`config.mk`:
```
export PLATFORM = sky130hd
export DESIGN_NAME = flpa_ctrl
export DESIGN_NICKNAME = d
export VERILOG_FILES = /design/src/hw/rtl/flpa_pkg.sv /design/src/hw/rtl/flpa_ctrl.sv
export SDC_FILE = /design/constraint.sdc
export NUM_CORES = 1
export LEC_CHECK = 0
export ABC_AREA = 1
export BUFFER_PORTS_ARGS = -buffer_cell sky130_fd_sc_hd__buf_2
export CAP_MARGIN = 15
export CORE_AREA = 2 2 39 41
export DETAILED_ROUTE_END_ITERATION = 8
export DIE_AREA = 0 0 41 43
export PLACE_DENSITY = 0.36
export SYNTH_ARGS = -nofsm -noshare
export SYNTH_HDL_FRONTEND = slang
export SYNTH_SLANG_ARGS = --single-unit
```
`constraint.sdc`:
```
create_clock -name i_clk -period 0.8 [get_ports i_clk]
set_input_delay 0.16 -clock i_clk [delete_from_list [all_inputs] [get_ports i_clk]]
set_output_delay 0.16 -clock i_clk [all_outputs]
set_load 0.02 [all_outputs]
```
`src/hw/rtl/flpa_pkg.sv`:
```
`default_nettype none

package flpa_pkg;

    // payload widths
    localparam int REQ_W      = 2;
    localparam int FRAME_W    = 16;
    localparam int PAGES_W    = 17;
    localparam int STATUS_W   = 2;
    // base + pages never needs more than this
    localparam int SUM_MIN_W  = PAGES_W + 1;

    // request kinds
    localparam logic [REQ_W-1:0] REQ_LOAD  = 2'd0;
    localparam logic [REQ_W-1:0] REQ_ALLOC = 2'd1;
    localparam logic [REQ_W-1:0] REQ_FREE  = 2'd2;

    // result status codes
    localparam logic [STATUS_W-1:0] ST_OK    = 2'd0;
    localparam logic [STATUS_W-1:0] ST_OOM   = 2'd1;
    localparam logic [STATUS_W-1:0] ST_RANGE = 2'd2;

    // controller to datapath
    typedef struct packed {
        logic latch;
        logic exec;
        logic walk;
    } t_dp_cmd;

    // datapath to controller
    typedef struct packed {
        logic walk_needed;
        logic walk_last;
    } t_dp_sts;

endpackage

`default_nettype wire

```
`src/hw/rtl/flpa_ctrl.sv`:
```
`default_nettype none

module flpa_ctrl (
    input  wire logic               i_clk,
    input  wire logic               i_rst_n,
    input  wire logic               i_start,
    input  wire flpa_pkg::t_dp_sts  i_sts,
    output flpa_pkg::t_dp_cmd       o_cmd,
    output logic                    o_busy
);

    localparam logic [1:0] S_IDLE = 2'd0;
    localparam logic [1:0] S_EXEC = 2'd1;
    localparam logic [1:0] S_WALK = 2'd2;

    logic [1:0] r_state;
    logic [1:0] n_state;

    // next state
    always_comb begin
        n_state = r_state;
        case (r_state)
            S_IDLE: begin
                if (i_start) begin
                    n_state = S_EXEC;
                end
            end
            S_EXEC: begin
                n_state = i_sts.walk_needed ? S_WALK : S_IDLE;
            end
            S_WALK: begin
                if (i_sts.walk_last) begin
                    n_state = S_IDLE;
                end
            end
            default: begin
                n_state = S_IDLE;
            end
        endcase
    end

    always_ff @(posedge i_clk) begin
        if (!i_rst_n) begin
            r_state <= S_IDLE;
        end else begin
            r_state <= n_state;
        end
    end

    // commands to the datapath
    assign o_busy      = (r_state != S_IDLE);
    assign o_cmd.latch = (r_state == S_IDLE) && i_start;
    assign o_cmd.exec  = (r_state == S_EXEC);
    assign o_cmd.walk  = (r_state == S_WALK);

endmodule

`default_nettype wire

```
After elaboration in Yosys (flattened, before gate mapping)
Cells that the tools add are included.
W data, S select, Z words.
- register bits: 2
- output and inout port bits: 4
- word-level logic and storage cells: 13
- equality and inequality tests: 4
- muxes and demuxes: 4
- reductions and logical operators: 4
- operators with widths (cell ; number):
    $mux W2 ; 3
    $pmux W2 S3 ; 1
    $ne A2 B2 Y1 const B ; 2
    $eq A2 B1 Y1 const B ; 1
    $eq A2 B2 Y1 const B ; 1
    $logic_not A2 Y1 ; 1
    $reduce_and A2 Y1 ; 1
    $reduce_bool A2 Y1 ; 1
    $logic_and A1 B1 Y1 ; 1

Longest topological paths before layout
- depth after elaboration: 3
- mapped depth: 3
- mapped depth without buffers: 3

Worst setup path after synthesis
No wires, ideal clock.
- path kind: reg2out
- start point: register r_state[1]
- end point: output port o_cmd[2] in the netlist's numbering
- data arrival time: 0.802 ns
- path slack: -0.162 ns
- stages on the path, launching flop included: 4
- path buffers: 0
- cells stage by stage: dfxtp_1 -> inv_2 -> nand2_2 -> nor2_1
- RTL lines (item ; line ; text):
    start, declared ; flpa_ctrl.sv:16 ; logic [1:0] r_state;
    start signal, assigned ; flpa_ctrl.sv:46 ; r_state <= n_state;
    end, declared ; flpa_ctrl.sv:8 ; output flpa_pkg::t_dp_cmd o_cmd,

==> metrics.txt <==
post-synth net total 20; vias after detailed routing roughly 140; GRT Util Overall 4.910%; crit path capture type output port; utilization after layout 18.63%; die area around 1800 µm²; violated checks setup timing; Yosys reg bits 2; required time worst endpoint 0.64 ns; Die Span Y around 43 µm; post-synthesis cell area around 110 µm²; Syn Inst Count 15; Crit Path Max Fanout 3; Startpoint Class flip-flop; TritonCTS buffer count 3; CTS Hold Bufs 0; max_cap viols 0; Starting DRT DRC Count 2; routability cong. 0.6460; status finished, violations left; period utilization 131.1%; min cycle time layout about 1.0 ns; post-route ant nets 0; largest net degree at the start of global routing 4; Pwr Total ~0.44 mW; drt pass-1 iters 4; headroom to the max-slew limit 90.57%; layout cells sized above 1 83.33%; initial core utilization 7.957%; post-synthesis sequential area ratio between 30% and 40%; Slew Viols, Final 0; Rows 14; vias in the first global route 142; dpl ws -0.06219 ns; Fillers around 160; PwrDens 1711 nW/µm²; setup_tns -0.9466 ns; I/O pins 9; WP data arrival about 0.89 ns; unrepaired setup endpoints after global routing true; max reg flops 2; Worst-Margin Slew 0.1414 ns; Final setup viols 5; Nets 37; synthesis-to-finish area growth 134.1%; register with the most flip-flops r_state; die width 41 µm; # diodes 0; worst IR drop on VDD around 390 µV; Worst Setup Slack, final -0.2486 ns; Post-Route Skew 0.0006294 ns; Final Hold Vio Count 0; clk sinks 2; design area between 200 and 300 µm²; vias per cell 3.022; Root Driver clkbuf_4; core area roughly 1400 µm²; initial antenna violation count 0; Hold Path Class in2reg; Skew-Pair Late Insertion Delay ~0.22 ns; H-tree depth 1; Routed Wire Length ~340 µm; Mapped Avg Cell Area 7.340 µm²; CTS tree yes; global-route wire length before repair roughly 480 µm; Clock Pin Slew Worst Setup and Hold Paths about 0.03 ns; biggest regs r_state: 2 flops; WL per Instance 7.304 µm; Netlist cell types 9; # port buffers 8; f_max between 0.9 and 1 GHz; CP Class reg2out; Lkg Pwr 0.1291 nW; hpwl dp 250.3 µm; DRC 0; yosys warns 0; DP Area 200.2 µm²; CTS Buffer Depth 2; Overflow after GRT 0
## metrics by stage
stage / instances / hold WS, ns
after global routing: 46 / 0.1957
after global placement: 42 / 0.4174
final: 46 / 0.1820
after detailed placement: 42 / 0.4170
after CTS: 46 / 0.1770
after floorplan: 15 / 0.3101
## synth_stat cells (all sizes together)
cell type,number,area (µm²)
inv,5,18.77
nor2,3,11.26
dfxtp,2,40.04
nand2,1,6.260
a21oi,1,8.760
nand3,2,15.01
nor3,1,10.01
## worst paths after layout
check / startpoint / to / slack [ns] / cells after the start
max reg2reg: r_state[1] / r_state[1] / -0.06 / 5
min reg2reg: r_state[1] / r_state[1] / 0.51 / 2
min: i_rst_n / r_state[1] / 0.18 / 3
max: r_state[1] / o_cmd[2] / -0.25 / 4
## placed cells by master, fill, tap and decap left out
cell	instances
nor2_1	1
buf_2	5
nor2_2	1
dfxtp_2	2
nor3_2	1
buf_4	5
a21oi_2	1
buf_6	2
inv_2	1
inv_1	3
nand2_4	1
nand3_2	1
clkbuf_4	3
inv_4	1
nand3_1	1
nor2_4	1
## cells by family after synthesis
kind of cell / after synthesis / synth area share (%)
buf+inv: 5 / 17.05
flops: 2 / 36.37
compound gates: 1 / 7.956
simple gates: 7 / 38.64
## repair_timing
item	CTS	global route
pin swaps	3	1
resized for setup	7	3
setup buffers	1	0
endpoints found under the setup margin	4	5
## layer usage
layer,global-route usage [%],vias to the layer above,part of all wire (%)
met5,0,-,0
li1,-,76,-
met2,4.063,11,29
met3,1.571,2,12
met1,5.751,50,53
met4,10.00,0,5.7
## power breakdown
| group | internal, mW | total, mW | switching [mW] |
|---|---|---|---|
| clock | 0.166 | 0.224 | 0.0589 |
| combinational | 0.0518 | 0.104 | 0.0525 |
| sequential | 0.107 | 0.112 | 0.00575 |
## final cells by class
class	instances	area (µm²)	area share [%]
sequential	2	42.54	16.50
timing repair buffer	12	85.08	33.01
clock buffer	3	22.52	8.738
multi-input combinational	8	66.31	25.73
tap	16	20.02	7.767
inverter	5	21.27	8.252
## critical path, stage by stage, from the launching register on
cell     delay, ns
dfxtp_2       0.32
inv_2         0.08
nand2_4       0.06
nor2_4        0.08
buf_6         0.12
No activity file was read; power rests on OpenSTA's default activity.
